`config.mk`:
```
export PLATFORM = sky130hd
export DESIGN_NAME = tlrs_ctrl
export DESIGN_NICKNAME = d
export VERILOG_FILES = /design/src/sv/tlrs_pkg.sv /design/src/sv/tlrs_ctrl.sv
export SDC_FILE = /design/constraint.sdc
export NUM_CORES = 1
export LEC_CHECK = 0
export ABC_CLOCK_PERIOD_IN_PS = 3860
export BUFFER_PORTS_ARGS = -buffer_cell sky130_fd_sc_hd__buf_2
export CAP_MARGIN = 10
export CORE_UTILIZATION = 45
export CTS_CLUSTER_DIAMETER = 50
export CTS_CLUSTER_SIZE = 20
export DETAILED_ROUTE_END_ITERATION = 10
export MAX_ROUTING_LAYER = met4
export PLACE_DENSITY = 0.6
export SYNTH_ARGS = -nofsm -noshare
export SYNTH_HDL_FRONTEND = slang
export SYNTH_SLANG_ARGS = --single-unit
```
`constraint.sdc`:
```
create_clock -name clock -period 3.86 [get_ports clock]
set_input_delay 0.193 -clock clock [delete_from_list [all_inputs] [get_ports clock]]
set_output_delay 0.193 -clock clock [all_outputs]
set_load 0.005 [all_outputs]
```
`src/sv/tlrs_pkg.sv`:
```
package tlrs_pkg;

   typedef logic [2:0] op_type;
   typedef logic [4:0] slot_type;
   typedef logic [2:0] csr_idx_type;
   typedef logic [4:0] step_idx_type;

   localparam op_type OP_SAMPLE = 3'd0;
   localparam op_type OP_DRIVE  = 3'd1;
   localparam op_type OP_ADD    = 3'd2;
   localparam op_type OP_SUB    = 3'd3;
   localparam op_type OP_MUL    = 3'd4;
   localparam op_type OP_DIV    = 3'd5;
   localparam op_type OP_COMMIT = 3'd6;

   // writable slots
   localparam slot_type SLOT_P    = 5'd0;
   localparam slot_type SLOT_T0   = 5'd1;
   localparam slot_type SLOT_T1   = 5'd2;
   localparam slot_type SLOT_T2   = 5'd3;
   localparam slot_type SLOT_X1   = 5'd4;
   localparam slot_type SLOT_X2   = 5'd5;
   localparam slot_type SLOT_X3   = 5'd6;
   localparam slot_type SLOT_Y1   = 5'd7;
   localparam slot_type SLOT_Y2   = 5'd8;
   localparam slot_type SLOT_Y3   = 5'd9;
   // read-only sources
   localparam slot_type SRC_TD    = 5'd10;
   localparam slot_type SRC_TF    = 5'd11;
   localparam slot_type SRC_SGN   = 5'd12;
   localparam slot_type SRC_GAIN  = 5'd13;
   localparam slot_type SRC_ONE   = 5'd14;
   localparam slot_type SRC_TWO   = 5'd15;
   localparam slot_type SRC_U0    = 5'd16;
   localparam slot_type SRC_U1    = 5'd17;
   localparam slot_type SRC_U2    = 5'd18;
   localparam slot_type SRC_H1    = 5'd19;
   localparam slot_type SRC_H2    = 5'd20;
   localparam slot_type SRC_H3N   = 5'd21;
   localparam slot_type SRC_H3O   = 5'd22;

   localparam csr_idx_type CSR_SAMPLE_PERIOD = 3'd0;
   localparam csr_idx_type CSR_FILTER_TIME   = 3'd1;
   localparam csr_idx_type CSR_LOOP_SIGN     = 3'd2;
   localparam csr_idx_type CSR_LOOP_GAIN     = 3'd3;
   localparam csr_idx_type CSR_INIT_ONE      = 3'd4;
   localparam csr_idx_type CSR_INIT_TWO      = 3'd5;
   localparam csr_idx_type CSR_INIT_THREE    = 3'd6;

   localparam step_idx_type PROG_LAST = 5'd29;

   typedef struct packed {
      op_type   op;
      slot_type dst;
      slot_type sa;
      slot_type sb;
   } step_type;

   typedef struct packed {
      logic     start;
      op_type   op;
      slot_type dst;
      slot_type sa;
      slot_type sb;
   } cmd_type;

   typedef struct packed {
      logic done;
   } sts_type;

   function automatic step_type prog_step(step_idx_type idx);
      step_type s;
      s = '0;
      case (idx)
         5'd0:  s = '{OP_MUL, SLOT_T0, SRC_SGN,  SRC_GAIN};
         5'd1:  s = '{OP_MUL, SLOT_P,  SLOT_T0,  SRC_TD};
         5'd2:  s = '{OP_SUB, SLOT_T0, SRC_ONE,  SLOT_P};
         5'd3:  s = '{OP_MUL, SLOT_T0, SRC_H1,   SLOT_T0};
         5'd4:  s = '{OP_ADD, SLOT_T0, SLOT_T0,  SRC_U2};
         5'd5:  s = '{OP_SUB, SLOT_X1, SLOT_T0,  SRC_U1};
         5'd6:  s = '{OP_SUB, SLOT_T0, SRC_TF,   SRC_TD};
         5'd7:  s = '{OP_SUB, SLOT_T0, SLOT_T0,  SLOT_P};
         5'd8:  s = '{OP_MUL, SLOT_T0, SRC_H2,   SLOT_T0};
         5'd9:  s = '{OP_SUB, SLOT_T1, SRC_TD,   SRC_TF};
         5'd10: s = '{OP_MUL, SLOT_T1, SRC_U1,   SLOT_T1};
         5'd11: s = '{OP_ADD, SLOT_T0, SLOT_T0,  SLOT_T1};
         5'd12: s = '{OP_DIV, SLOT_T0, SLOT_T0,  SRC_TF};
         5'd13: s = '{OP_ADD, SLOT_X2, SLOT_T0,  SRC_U2};
         5'd14: s = '{OP_MUL, SLOT_T0, SLOT_P,   SRC_TF};
         5'd15: s = '{OP_SUB, SLOT_T0, SRC_TWO,  SLOT_T0};
         5'd16: s = '{OP_MUL, SLOT_T0, SRC_H3N,  SLOT_T0};
         5'd17: s = '{OP_MUL, SLOT_T1, SLOT_P,   SRC_TD};
         5'd18: s = '{OP_ADD, SLOT_T1, SRC_ONE,  SLOT_T1};
         5'd19: s = '{OP_MUL, SLOT_T2, SLOT_P,   SRC_TF};
         5'd20: s = '{OP_SUB, SLOT_T1, SLOT_T1,  SLOT_T2};
         5'd21: s = '{OP_MUL, SLOT_T1, SRC_H3O,  SLOT_T1};
         5'd22: s = '{OP_SUB, SLOT_T0, SLOT_T0,  SLOT_T1};
         5'd23: s = '{OP_ADD, SLOT_T0, SLOT_T0,  SRC_U2};
         5'd24: s = '{OP_SUB, SLOT_T0, SLOT_T0,  SRC_U1};
         5'd25: s = '{OP_SUB, SLOT_T0, SLOT_T0,  SRC_U1};
         5'd26: s = '{OP_ADD, SLOT_X3, SLOT_T0,  SRC_U0};
         5'd27: s = '{OP_SUB, SLOT_Y1, SRC_U2,   SLOT_X1};
         5'd28: s = '{OP_SUB, SLOT_Y2, SRC_U2,   SLOT_X2};
         5'd29: s = '{OP_SUB, SLOT_Y3, SRC_U2,   SLOT_X3};
         default: s = '0;
      endcase
      return s;
   endfunction

endpackage

```
`src/sv/tlrs_ctrl.sv`:
```
module tlrs_ctrl (
   input  logic              clock,
   input  logic              reset,
   input  logic              req_valid,
   output logic              req_ready,
   output logic              rsp_valid,
   input  logic              rsp_ready,
   output tlrs_pkg::cmd_type cmd,
   input  tlrs_pkg::sts_type sts
);
   import tlrs_pkg::*;

   localparam logic [2:0] S_IDLE = 3'd0;
   localparam logic [2:0] S_DRV  = 3'd1;
   localparam logic [2:0] S_DRVW = 3'd2;
   localparam logic [2:0] S_RUN  = 3'd3;
   localparam logic [2:0] S_RUNW = 3'd4;
   localparam logic [2:0] S_OUT  = 3'd5;

   logic [2:0]   state_ff, state_in;
   logic [1:0]   seen_ff, seen_in;
   logic [1:0]   dcnt_ff, dcnt_in;
   step_idx_type step_ff, step_in;
   logic         rsp_valid_ff, rsp_valid_in;
   step_type     cur;
   slot_type     drv_dst;

   always_comb begin
      cur          = prog_step(step_ff);
      drv_dst      = (dcnt_ff == 2'd2) ? 5'd2 : {3'b000, dcnt_ff};
      state_in     = state_ff;
      seen_in      = seen_ff;
      dcnt_in      = dcnt_ff;
      step_in      = step_ff;
      rsp_valid_in = rsp_valid_ff && !rsp_ready;
      req_ready    = 1'b0;
      cmd          = '0;
      unique case (state_ff) inside
         S_IDLE: begin
            req_ready = 1'b1;
            cmd.op    = OP_SAMPLE;
            if (req_valid) begin
               cmd.start = 1'b1;
               if (seen_ff != 2'd3) begin
                  seen_in = seen_ff + 2'd1;
               end else begin
                  state_in = S_DRV;
               end
            end
         end
         S_DRV, S_DRVW: begin
            cmd.op    = OP_DRIVE;
            cmd.dst   = drv_dst;
            cmd.start = (state_ff == S_DRV);
            if (state_ff == S_DRV) begin
               state_in = S_DRVW;
            end else if (sts.done) begin
               if (dcnt_ff != 2'd2) begin
                  dcnt_in  = dcnt_ff + 2'd1;
                  state_in = S_IDLE;
               end else begin
                  step_in  = '0;
                  state_in = S_RUN;
               end
            end
         end
         S_RUN, S_RUNW: begin
            cmd.op    = cur.op;
            cmd.dst   = cur.dst;
            cmd.sa    = cur.sa;
            cmd.sb    = cur.sb;
            cmd.start = (state_ff == S_RUN);
            if (sts.done) begin
               if (step_ff == PROG_LAST) begin
                  state_in = S_OUT;
               end else begin
                  step_in  = step_ff + 5'd1;
                  state_in = S_RUN;
               end
            end else begin
               state_in = S_RUNW;
            end
         end
         S_OUT: begin
            cmd.op = OP_COMMIT;
            if (!rsp_valid_ff || rsp_ready) begin
               cmd.start    = 1'b1;
               rsp_valid_in = 1'b1;
               state_in     = S_IDLE;
            end
         end
         default: state_in = S_IDLE;
      endcase
   end

   always_ff @(posedge clock) begin
      if (reset) begin
         state_ff     <= S_IDLE;
         seen_ff      <= '0;
         dcnt_ff      <= '0;
         step_ff      <= '0;
         rsp_valid_ff <= 1'b0;
      end else begin
         state_ff     <= state_in;
         seen_ff      <= seen_in;
         dcnt_ff      <= dcnt_in;
         step_ff      <= step_in;
         rsp_valid_ff <= rsp_valid_in;
      end
   end

   assign rsp_valid = rsp_valid_ff;

endmodule

```
==> reports/metrics.yaml, run 1 <==
clock_tree:
  clkTransAtPathRegs_ns: 0.07
  clockRootBuffer: "clkbuf_8"
  cts-resized-gates: 0
  ctsHoldBuffers: 0
  clk-insertion-delay-late_ns: 0.29
  postCtsSetupBuffers: 0
  cts-htree-levels: 2
  cts_tree: "done"
  cts.sinks: 30
  cts_max_path_buffers: 2
  numCtsBuffers: 5
global_route:
  grt_first_pass_wirelength_um: 9108
  grt_pass1_vias: 1835
  grt_start_max_net_pins: 22
  groute.usage.overall: 0.2304
  grt-ovfl-total: 0
  antenna_found_initial: 0
route:
  routed_wl_um: 5481
  top_layer: "met4"
  wl_met1_um: 2572
  ant_nets: 0
  wl_per_cell_um: 14.77
  num_vias: 2212
  wl_met2_um: 2324
  route.met3.wl_um: 510
  drt_iter0_markers: 293
  vias_per_cell: 5.962
  firstDrtPassIters: 5
  drc_errors: 0
synth:
  synth-seq-cells: 30
  yosysTopAreaCell: "dfxtp_1"
  syn_inst: 292
  async_flop_share: 0
  synth_top_area_frac: 0.2652
  synth_area_um2: 2265
  synthDistinctLibCells: 71
  netlist_top_cells_count: "30 x dfxtp_1, 26 x a21oi_1, 23 x nor2_1"
  synth_most_common_cell: "dfxtp_1"
  synth_warnings: 0
  post_synth.cell_area_avg_um2: 7.756
  synth-edff-count: 0
  synth.net_count: 307
  synth_flop_cell: "dfxtp_1"
  seq_area_frac_synth: 0.2652
  synth_area_leaders: "dfxtp_1 27%, a21oi_1 5.7%, ha_1 5.5%"
power_and_ir_drop:
  swShare: 0.2145
  seqPwrFrac: 0.485
  intPower_mw: 0.5105
  power_mw: 0.6498
  power.switching_mw: 0.1394
  pwr-share-clk: 0.482
  cellLeakagePower_nw: 1.054
  comb_power_share: 0.033
  powerDensity_nw_per_um2: 263.9
  ir_drop_mv: 0.1382
place:
  io_buffer_count: 24
  place_area_um2: 2354
  finalWeightedCongestion: 0.9199
  place_inst: 363
  hpwlAfterDp_um: 3876
finish:
  stdcell_area_um2: 2462
  multi_input_area_um2: 1458
  post_route_cells_drive_above_1_share: 0.1842
  seqCellArea_um2: 600.6
  n_fill_cell: 456
  area_delta_synth_final_pct: 8.729
  nets: 318
  antenna_cells: 0
  layoutNonFillerInstCount: 371
worst_setup_path:
  startpoint_type: "flip-flop"
  r2r_cells: 11
  worstSetupPathType: "flip-flop to flip-flop"
  arrival_ns: 3.36
  path_max_fanout: 15
  crit_path_end_kind: "flip-flop"
  timing.rr.start: "state_ff[2]$_SDFFE_PP0P_"
  reg2reg_slack_ns: 0.64
  cp.required_ns: 4.00
  cp.buffers_inverters: 2
  crit_chain: "nor3b_2, nor2_1, or3_1, a21oi_1, buf_4, inv_1, ha_1, or2_2, and4_1, a41oi_1, o211ai_1"
  slowest_delay_ns: 0.57
  reg2reg_to: "cur[9]$_DFF_P_"
  critPathSlowestCell: "dfxtp_1"
  path_delay_family: "simple AND/OR/NAND/NOR gates"
timing:
  tns_ns: 0
  fin_crit_ns: 3.219
  rsz0062_at_grt: "no"
  fin_skew_ns: 0.003028
  hold_violations: 0
  max_freq_ghz: 0.3106
  worst_pin_slew_ns: 0.8453
  maxSlewHeadroom: 0.4364
  finalMaxSlewViolations: 0
  finalSetupViolCount: 0
  fin_crit_sh: 0.8340
min_path:
  min-delay-start: "rsp_ready"
  whs_endpoint: "rsp_valid$_SDFF_PP0_"
  hold_path_class: "input pin to flip-flop"
  hold-path-cell-count: 4
floorplanning:
  fp.dieArea_um2: 5320
  die_y_um: 72.94
  ioPinCount: 26
  core_area_um2: 4786
  die_w_um: 72.94
  start_util: 0.4732
  rows: 25
status:
  status: "finished clean"
job:
  maxCapViolations: 0
-- power groups by stage --
stage,combinational (mW),clock [mW],sequential (mW)
2_1_floorplan,0.0167,0,0.321
3_3_place_gp,0.0216,0,0.322
3_5_place_dp,0.0214,0,0.322
4_1_cts,0.0216,0.328,0.315
5_1_grt,0.0248,0.335,0.315
6_report,0.0215,0.313,0.315
-- area by class of cell --
cell class	count	area share
inverter	15	0.02795
timing repair buffer	27	0.05793
clock inverter	3	0.01626
tap	67	0.03404
sequential	30	0.2439
multi-input combinational	224	0.5920
clock buffer	5	0.02795
-- routing by layer --
metal	vias to the layer above	GRT usage
li1	1079	-
met1	1003	0.3384
met2	123	0.3126
met3	7	0.03729
met4	0	0.08497
met5	-	-
-- worst min-delay path, cell delays in order --
cell	delay [ns]
buf_2	0.08
nor2b_1	0.05
a21oi_1	0.11
nor2_1	0.05
-- layout by cell type (no fill, tap or decap), types with 4 or more instances in the layout --
cell type   n
a31oi_1     4
a22o_1      4
o31ai_1     4
and2_1     12
dfxtp_1    30
o22ai_1     5
mux2i_1     5
o21ai_0    13
o32ai_1     4
ha_1       10
clkbuf_8    5
nand2_1    21
nor3_1      8
buf_2      24
nand3_1    13
inv_1      11
a21oi_1    26
nor2_1     23
-- state kept, by name, summed over array words and instances (netlist names) --
name and flops:
cur 17, step_ff 5, state_ff 3, dcnt_ff 2, seen_ff 2, rsp_valid 1
-- stage by stage --
stage / setup WS, ns / utilization / hold WS, ns
2_1_floorplan: 1.068 / - / 0.3908
3_3_place_gp: 0.8225 / 0.4918 / 0.4831
3_5_place_dp: 0.7228 / 0.4918 / 0.4900
4_1_cts: 0.7088 / 0.5145 / 0.2230
5_1_grt: 0.3937 / 0.5145 / 0.2520
6_report: 0.6409 / 0.5145 / 0.2313
-- worst max path at each step --
stage                              from        endpoint  slack [ns]  cells past startpoint
6_report       state_ff[2]$_SDFFE_PP0P_  cur[9]$_DFF_P_        0.64                     11
3_3_place_gp   state_ff[1]$_SDFFE_PP0P_  cur[9]$_DFF_P_        0.82                     11
2_1_floorplan   step_ff[1]$_SDFFE_PP0N_  cur[9]$_DFF_P_        1.07                     13
4_1_cts        state_ff[2]$_SDFFE_PP0P_  cur[9]$_DFF_P_        0.71                     11
5_1_grt        state_ff[2]$_SDFFE_PP0P_  cur[9]$_DFF_P_        0.39                     11
3_5_place_dp   state_ff[2]$_SDFFE_PP0P_  cur[9]$_DFF_P_        0.72                     11
-- cell families (layout without fill, tap and decap cells) --
logic type	after synthesis	in the layout	synth area share
compound gates	96	96	0.2917
xor+xnor	6	6	0.02652
mux	6	6	0.02873
fa+ha+maj	10	10	0.05525
buf+inv	38	50	0.09116
flops	30	30	0.2652
other cells	1	1	0.001656
simple gates	105	105	0.2398
No activity file was read; power rests on OpenSTA's default activity.
==> inputs of run 2 (changes only) <==
Settings changed: ABC_AREA from default to 1, ABC_CLOCK_PERIOD_IN_PS 3860 to 3300.
Clock period 3.86 ns to 3.3 ns, I/O delays scaled along.
==> run 2 against run 1 <==
Die area shrank 2.4%. Cell area shrank 0.61%. Largest cell class unchanged. Sequential cell count is the same. Synthesized cell count grew 21%. First-iteration DRC count shrank 37%. Critical path depth grew 2. Maximum frequency grew 26%. Largest power group unchanged. Area after synthesis shrank 2.5%. Highest routed layer unchanged.
==> reports/metrics.yaml, run 2 <==
route:
  vias_per_cell: 5.007
  wl_per_cell_um: 12.46
  num_vias: 2213
  drt_iter0_markers: 185
  ant_nets: 0
  routed_wl_um: 5507
  firstDrtPassIters: 5
  drc_errors: 0
synth:
  netlist_top_cells_count: "107 x nand2_1, 41 x nand3_1, 40 x nor2_1"
  synth_top_area_frac: 0.2720
  synth_xor_area_frac: 0.01586
  synth-seq-cells: 30
  synth_area_um2: 2208
  async_flop_share: 0
  synth_top_family_by_area: "simple AND/OR/NAND/NOR gates"
  synthAdderAreaFrac: 0.05666
  synth_area_leaders: "dfxtp_1 27%, nand2_1 18%, nand3_1 9.3%"
  syn_inst: 352
  post_synth.cell_area_avg_um2: 6.274
  seq_area_frac_synth: 0.2720
  yosysTopAreaCell: "dfxtp_1"
  synth.mux.area_fraction: 0
  synthDistinctLibCells: 34
  synth_most_common_cell: "nand2_1"
  yosys.area_share.simple: 0.4612
  synth_compound_area_frac: 0.08725
  synth.net_count: 367
  synth_warnings: 0
  synth_flop_cell: "dfxtp_1"
  synth-edff-count: 0
clock_tree:
  clockRootBuffer: "clkbuf_8"
  ctsHoldBuffers: 0
  cts_tree: "done"
  cts-resized-gates: 0
  cts.sinks: 30
  postCtsSetupBuffers: 0
  cts-htree-levels: 2
  numCtsBuffers: 5
  cts_max_path_buffers: 2
  clkTransAtPathRegs_ns: 0.06
  clk-insertion-delay-late_ns: 0.28
worst_setup_path:
  startpoint_type: "flip-flop"
  timing.rr.start: "state_ff[0]$_SDFFE_PP0P_"
  crit_path_end_kind: "flip-flop"
  worstSetupPathType: "flip-flop to flip-flop"
  reg2reg_to: "cur[17]$_DFF_P_"
  cp.required_ns: 3.48
  critPathLaunch: "state_ff[0]$_SDFFE_PP0P_"
  path_max_fanout: 9
  r2r_cells: 13
  arrival_ns: 2.73
  crit_end: "cur[17]$_DFF_P_"
  reg2reg_slack_ns: 0.75
timing:
  fin_skew_ns: 0.002321
  max_freq_ghz: 0.3922
  finalSetupViolCount: 0
  rsz0062_at_grt: "no"
  fin_crit_sh: 0.7726
  hold_violations: 0
  tns_ns: 0
  fin_crit_ns: 2.550
  finalMaxSlewViolations: 0
min_path:
  hold-path-cell-count: 4
  hold_path_class: "input pin to flip-flop"
place:
  place_area_um2: 2356
  hpwlAfterDp_um: 4129
  finalWeightedCongestion: 0.9408
  io_buffer_count: 24
floorplanning:
  ioPinCount: 26
  fp.dieArea_um2: 5192
  rows: 25
  start_util: 0.4675
  die_w_um: 72.06
  die_y_um: 72.06
  core_area_um2: 4723
finish:
  antenna_cells: 0
  post_route_cells_drive_above_1_share: 0.1627
  largest_register_ffs: 17
  nets: 389
  mostFrequentLayoutCells: "107 x nand2_1, 41 x nand3_1, 40 x nor2_1, 38 x inv_1, 30 x dfxtp_1"
  final_common_cell: "nand2_1"
  area_delta_synth_final_pct: 10.82
  stdcell_area_um2: 2447
  finalCoreUtilization: 0.5181
global_route:
  grt_pass1_vias: 1974
  grt_first_pass_wirelength_um: 9108
  grt-ovfl-total: 0
  grt_start_max_net_pins: 20
  antenna_found_initial: 0
  groute.usage.overall: 0.2336
power_and_ir_drop:
  powerDensity_nw_per_um2: 323.1
  ir_drop_mv: 0.1881
  cellLeakagePower_nw: 1.227
status:
  status: "finished clean"
job:
  maxCapViolations: 0
[run 2: cell count changes in the layout (fill, tap and decap cells not counted), sizes merged, moves of 7 or more]
cell / delta
nand3: +32
inv: +29
and2: -12
a21oi: -13
nor3: -7
nor2: +19
nand4: +7
nand2: +97
[run 2: worst min-delay path by stage]
stage / slack, ns / startpoint / endpoint
4_1_cts: 0.19 / rsp_ready / rsp_valid$_SDFF_PP0_
3_3_place_gp: 0.46 / seen_ff[1]$_SDFFE_PP0P_ / seen_ff[1]$_SDFFE_PP0P_
6_report: 0.19 / rsp_ready / rsp_valid$_SDFF_PP0_
5_1_grt: 0.23 / rsp_ready / rsp_valid$_SDFF_PP0_
3_5_place_dp: 0.46 / seen_ff[1]$_SDFFE_PP0P_ / seen_ff[1]$_SDFFE_PP0P_
2_1_floorplan: 0.26 / reset / step_ff[2]$_SDFFE_PP0N_
[run 2: layout make-up]
type / instances / area, um^2
clock buffers: 7 / 86.33
clock inverters: 1 / 5.005
fillers: 492 / 2276
inverters: 43 / 161.4
multi-input cells: 268 / 1375
flip-flops and latches: 30 / 600.6
well taps: 67 / 83.83
repair buffers: 26 / 135.1
[run 2: kinds of logic after synthesis]
family,Yosys count
flip-flops,30
AND/OR/NAND/NOR,221
AO/OA/AOI/OAI,32
buffers and inverters,54
XOR/XNOR,4
adder cells (fa/ha/maj),10
other,1
[run 2: power by group]
| part | internal (mW) | switching, mW | leakage (nW) |
|---|---|---|---|
| sequential | 0.377 | 0.00810 | 0.243 |
| combinational | 0.0316 | 0.0639 | 0.936 |
| clock | 0.168 | 0.142 | 0.0482 |
[run 2: metal layers]
layer,vias to the layer above,routed length [um],GRT usage
met5,-,0,-
li1,1166,-,-
met3,9,357,0.05139
met4,0,103,0.09586
met2,89,2328,0.3365
met1,949,2718,0.3162
[run 2: worst max-delay path, stage by stage (launching register included)]
cell and delay [ns]:
dfxtp_1 0.39, o21ai_4 0.29, nand2_2 0.15, nor2_8 0.16
nand3_4 0.14, nand2_1 0.12, nand3_1 0.23, ha_1 0.37
nor2_1 0.15, inv_1 0.07, nand2_1 0.14, nand3_1 0.10
nand2_1 0.09, nand2_1 0.05
[run 2: through the flow]
stage	cells	hold slack, ns	worst slack, ns	total power [mW]
3_3_place_gp	434	0.4601	0.8131	0.4875
2_1_floorplan	352	0.2556	1.204	0.4660
3_5_place_dp	434	0.4631	0.8004	0.4874
6_report	442	0.1881	0.7503	0.7908
4_1_cts	442	0.1853	0.7799	0.7982
5_1_grt	442	0.2332	0.4624	0.8287
==> inputs of run 3 (changes only) <==
Settings changed: ABC_AREA 1 to 0, ABC_CLOCK_PERIOD_IN_PS 3300 to 2600.
Clock period 3.3 ns to 2.6 ns, I/O delays scaled along.
==> run 3 against run 2 <==
Global-route usage up 1.4 points. Clock skew grew 0.0052 ns. Clock-buffer cell count down 2. Critical path type unchanged. Worst setup slack got worse by 0.65 ns.
==> reports/metrics.yaml, run 3 (synthesis results as in run 1) <==
status:
  status: "finished clean"
job:
  maxCapViolations: 0
timing:
  fin_crit_sh: 0.9601
  finalMaxSlewViolations: 0
  fin_crit_ns: 2.496
  worst_pin_slew_ns: 0.5744
  hold_violations: 0
  finalSetupViolCount: 0
  timing.final.ws_setup_ns: 0.1039
  rsz0062_at_grt: "no"
  max_freq_ghz: 0.4006
  fin_skew_ns: 0.007471
  maxSlewHeadroom: 0.6157
worst_setup_path:
  path_max_fanout: 7
  crit_path_end_kind: "flip-flop"
  cp.required_ns: 2.76
  critPathLaunch: "dcnt_ff[0]$_SDFFE_PP0P_"
  startpoint_type: "flip-flop"
  arrival_ns: 2.65
  worstSetupPathType: "flip-flop to flip-flop"
  timing.rr.start: "dcnt_ff[0]$_SDFFE_PP0P_"
power_and_ir_drop:
  powerDensity_nw_per_um2: 353.5
  cellLeakagePower_nw: 1.195
  ir_drop_mv: 0.2893
  power_mw: 0.9628
finish:
  nets: 343
  post_route_cells_drive_above_1_share: 0.2888
  area_delta_synth_final_pct: 20.28
  largest_register_ffs: 17
  final_common_cell: "dfxtp_1"
  mostFrequentLayoutCells: "29 x dfxtp_1, 28 x buf_4, 24 x a21oi_1, 24 x buf_2, 23 x nor2_1"
  antenna_cells: 0
global_route:
  grt_busiest_layer: "met1"
  grt_use_met3: 0.04972
  groute.usage.overall: 0.2474
  grt_pass1_vias: 1928
  grt_util_met2: 0.3416
  grtUsageMet1: 0.3661
  grt_start_max_net_pins: 21
  antenna_found_initial: 0
  grt-ovfl-total: 0
  grt_first_pass_wirelength_um: 9763
clock_tree:
  numCtsBuffers: 5
  clockRootBuffer: "clkbuf_8"
  postCtsSetupBuffers: 0
  cts_tree: "done"
  clkTransAtPathRegs_ns: 0.06
  cts.sinks: 30
  cts_max_path_buffers: 2
  clk-insertion-delay-late_ns: 0.28
  cts-resized-gates: 0
  ctsHoldBuffers: 0
  cts-htree-levels: 2
route:
  ant_nets: 0
  vias_per_cell: 5.765
  num_vias: 2283
  wl_per_cell_um: 15.29
  firstDrtPassIters: 4
  routed_wl_um: 6056
  drc_errors: 0
  drt_iter0_markers: 231
min_path:
  hold_path_class: "input pin to flip-flop"
  min-delay-start: "rsp_ready"
place:
  io_buffer_count: 24
  finalWeightedCongestion: 0.9272
  hpwlAfterDp_um: 4499
  pre_cts_ws_ns: 0.06838
floorplanning:
  start_util: 0.4732
  die_y_um: 72.94
  die_w_um: 72.94
  core_area_um2: 4786
  rows: 25
  ioPinCount: 26
  fp.dieArea_um2: 5320
==> run 3: cell count changes in the layout (fill, tap and decap cells not counted), moves of 12 or more <==
cell | previous run | this run
a21oi_1 | 11 | 24
and2_1 | 0 | 12
buf_4 | 2 | 28
inv_1 | 38 | 10
nand2_1 | 107 | 20
nand3_1 | 41 | 13
nor2_1 | 40 | 23
==> run 3: per-stage QoR <==
step | instance area (um^2) | hold slack (ns) | cells | util | TNS, ns
floorplan | 2313 | 0.3278 | 292 | - | -0.0001357
global placement | 2582 | 0.4557 | 388 | 0.5396 | 0
detailed placement | 2582 | 0.4626 | 388 | 0.5396 | 0
CTS | 2691 | 0.1741 | 396 | 0.5624 | 0
global route | 2724 | 0.2244 | 396 | 0.5692 | 0
finish | 2724 | 0.1773 | 396 | 0.5692 | 0
==> run 3: where the power goes <==
group / total, mW / internal [mW] / switching, mW
Combinational: 0.0378 / 0.0156 / 0.0222
Sequential: 0.466 / 0.464 / 0.00278
Clock: 0.459 / 0.282 / 0.177
Total: 0.963 / 0.761 / 0.202
==> run 3: worst paths after layout <==
| kind | end | slack, ns | depth (start not counted) |
|---|---|---|---|
| worst max-delay path | cur[9]$_DFF_P_ | 0.10 | 12 |
| worst min-delay path | rsp_valid$_SDFF_PP0_ | 0.18 | 4 |
| worst max register to register | cur[9]$_DFF_P_ | 0.10 | 12 |
| worst min register to register | seen_ff[1]$_SDFFE_PP0P_ | 0.51 | 2 |
==> run 3: cell type report <==
class                      instances  area [um^2]
sequential                        30        601.8
inverter                          15        71.32
tap                               67        83.83
timing repair buffer              52        330.3
clock inverter                     3        40.04
multi-input combinational        224         1528
clock buffer                       5        68.82
fill                             456         2062
==> run 3: critical path, cell delays in order (launching register included) <==
cell      delay [ns]
dfxtp_1         0.30
inv_1           0.13
ha_2            0.22
nor2_1          0.07
o21ai_2         0.24
a31oi_2         0.14
o21a_2          0.25
buf_4           0.17
ha_4            0.18
or2_4           0.26
and4_1          0.15
a41oi_1         0.16
o211ai_1        0.10
==> run 3: layer usage <==
layer / wire length, um / vias to the layer above / share of wire
met3: 386 / 9 / 0.064
met1: 3021 / 1058 / 0.50
li1: - / 1128 / -
met2: 2571 / 88 / 0.42
met5: 0 / - / 0
met4: 77 / 0 / 0.013
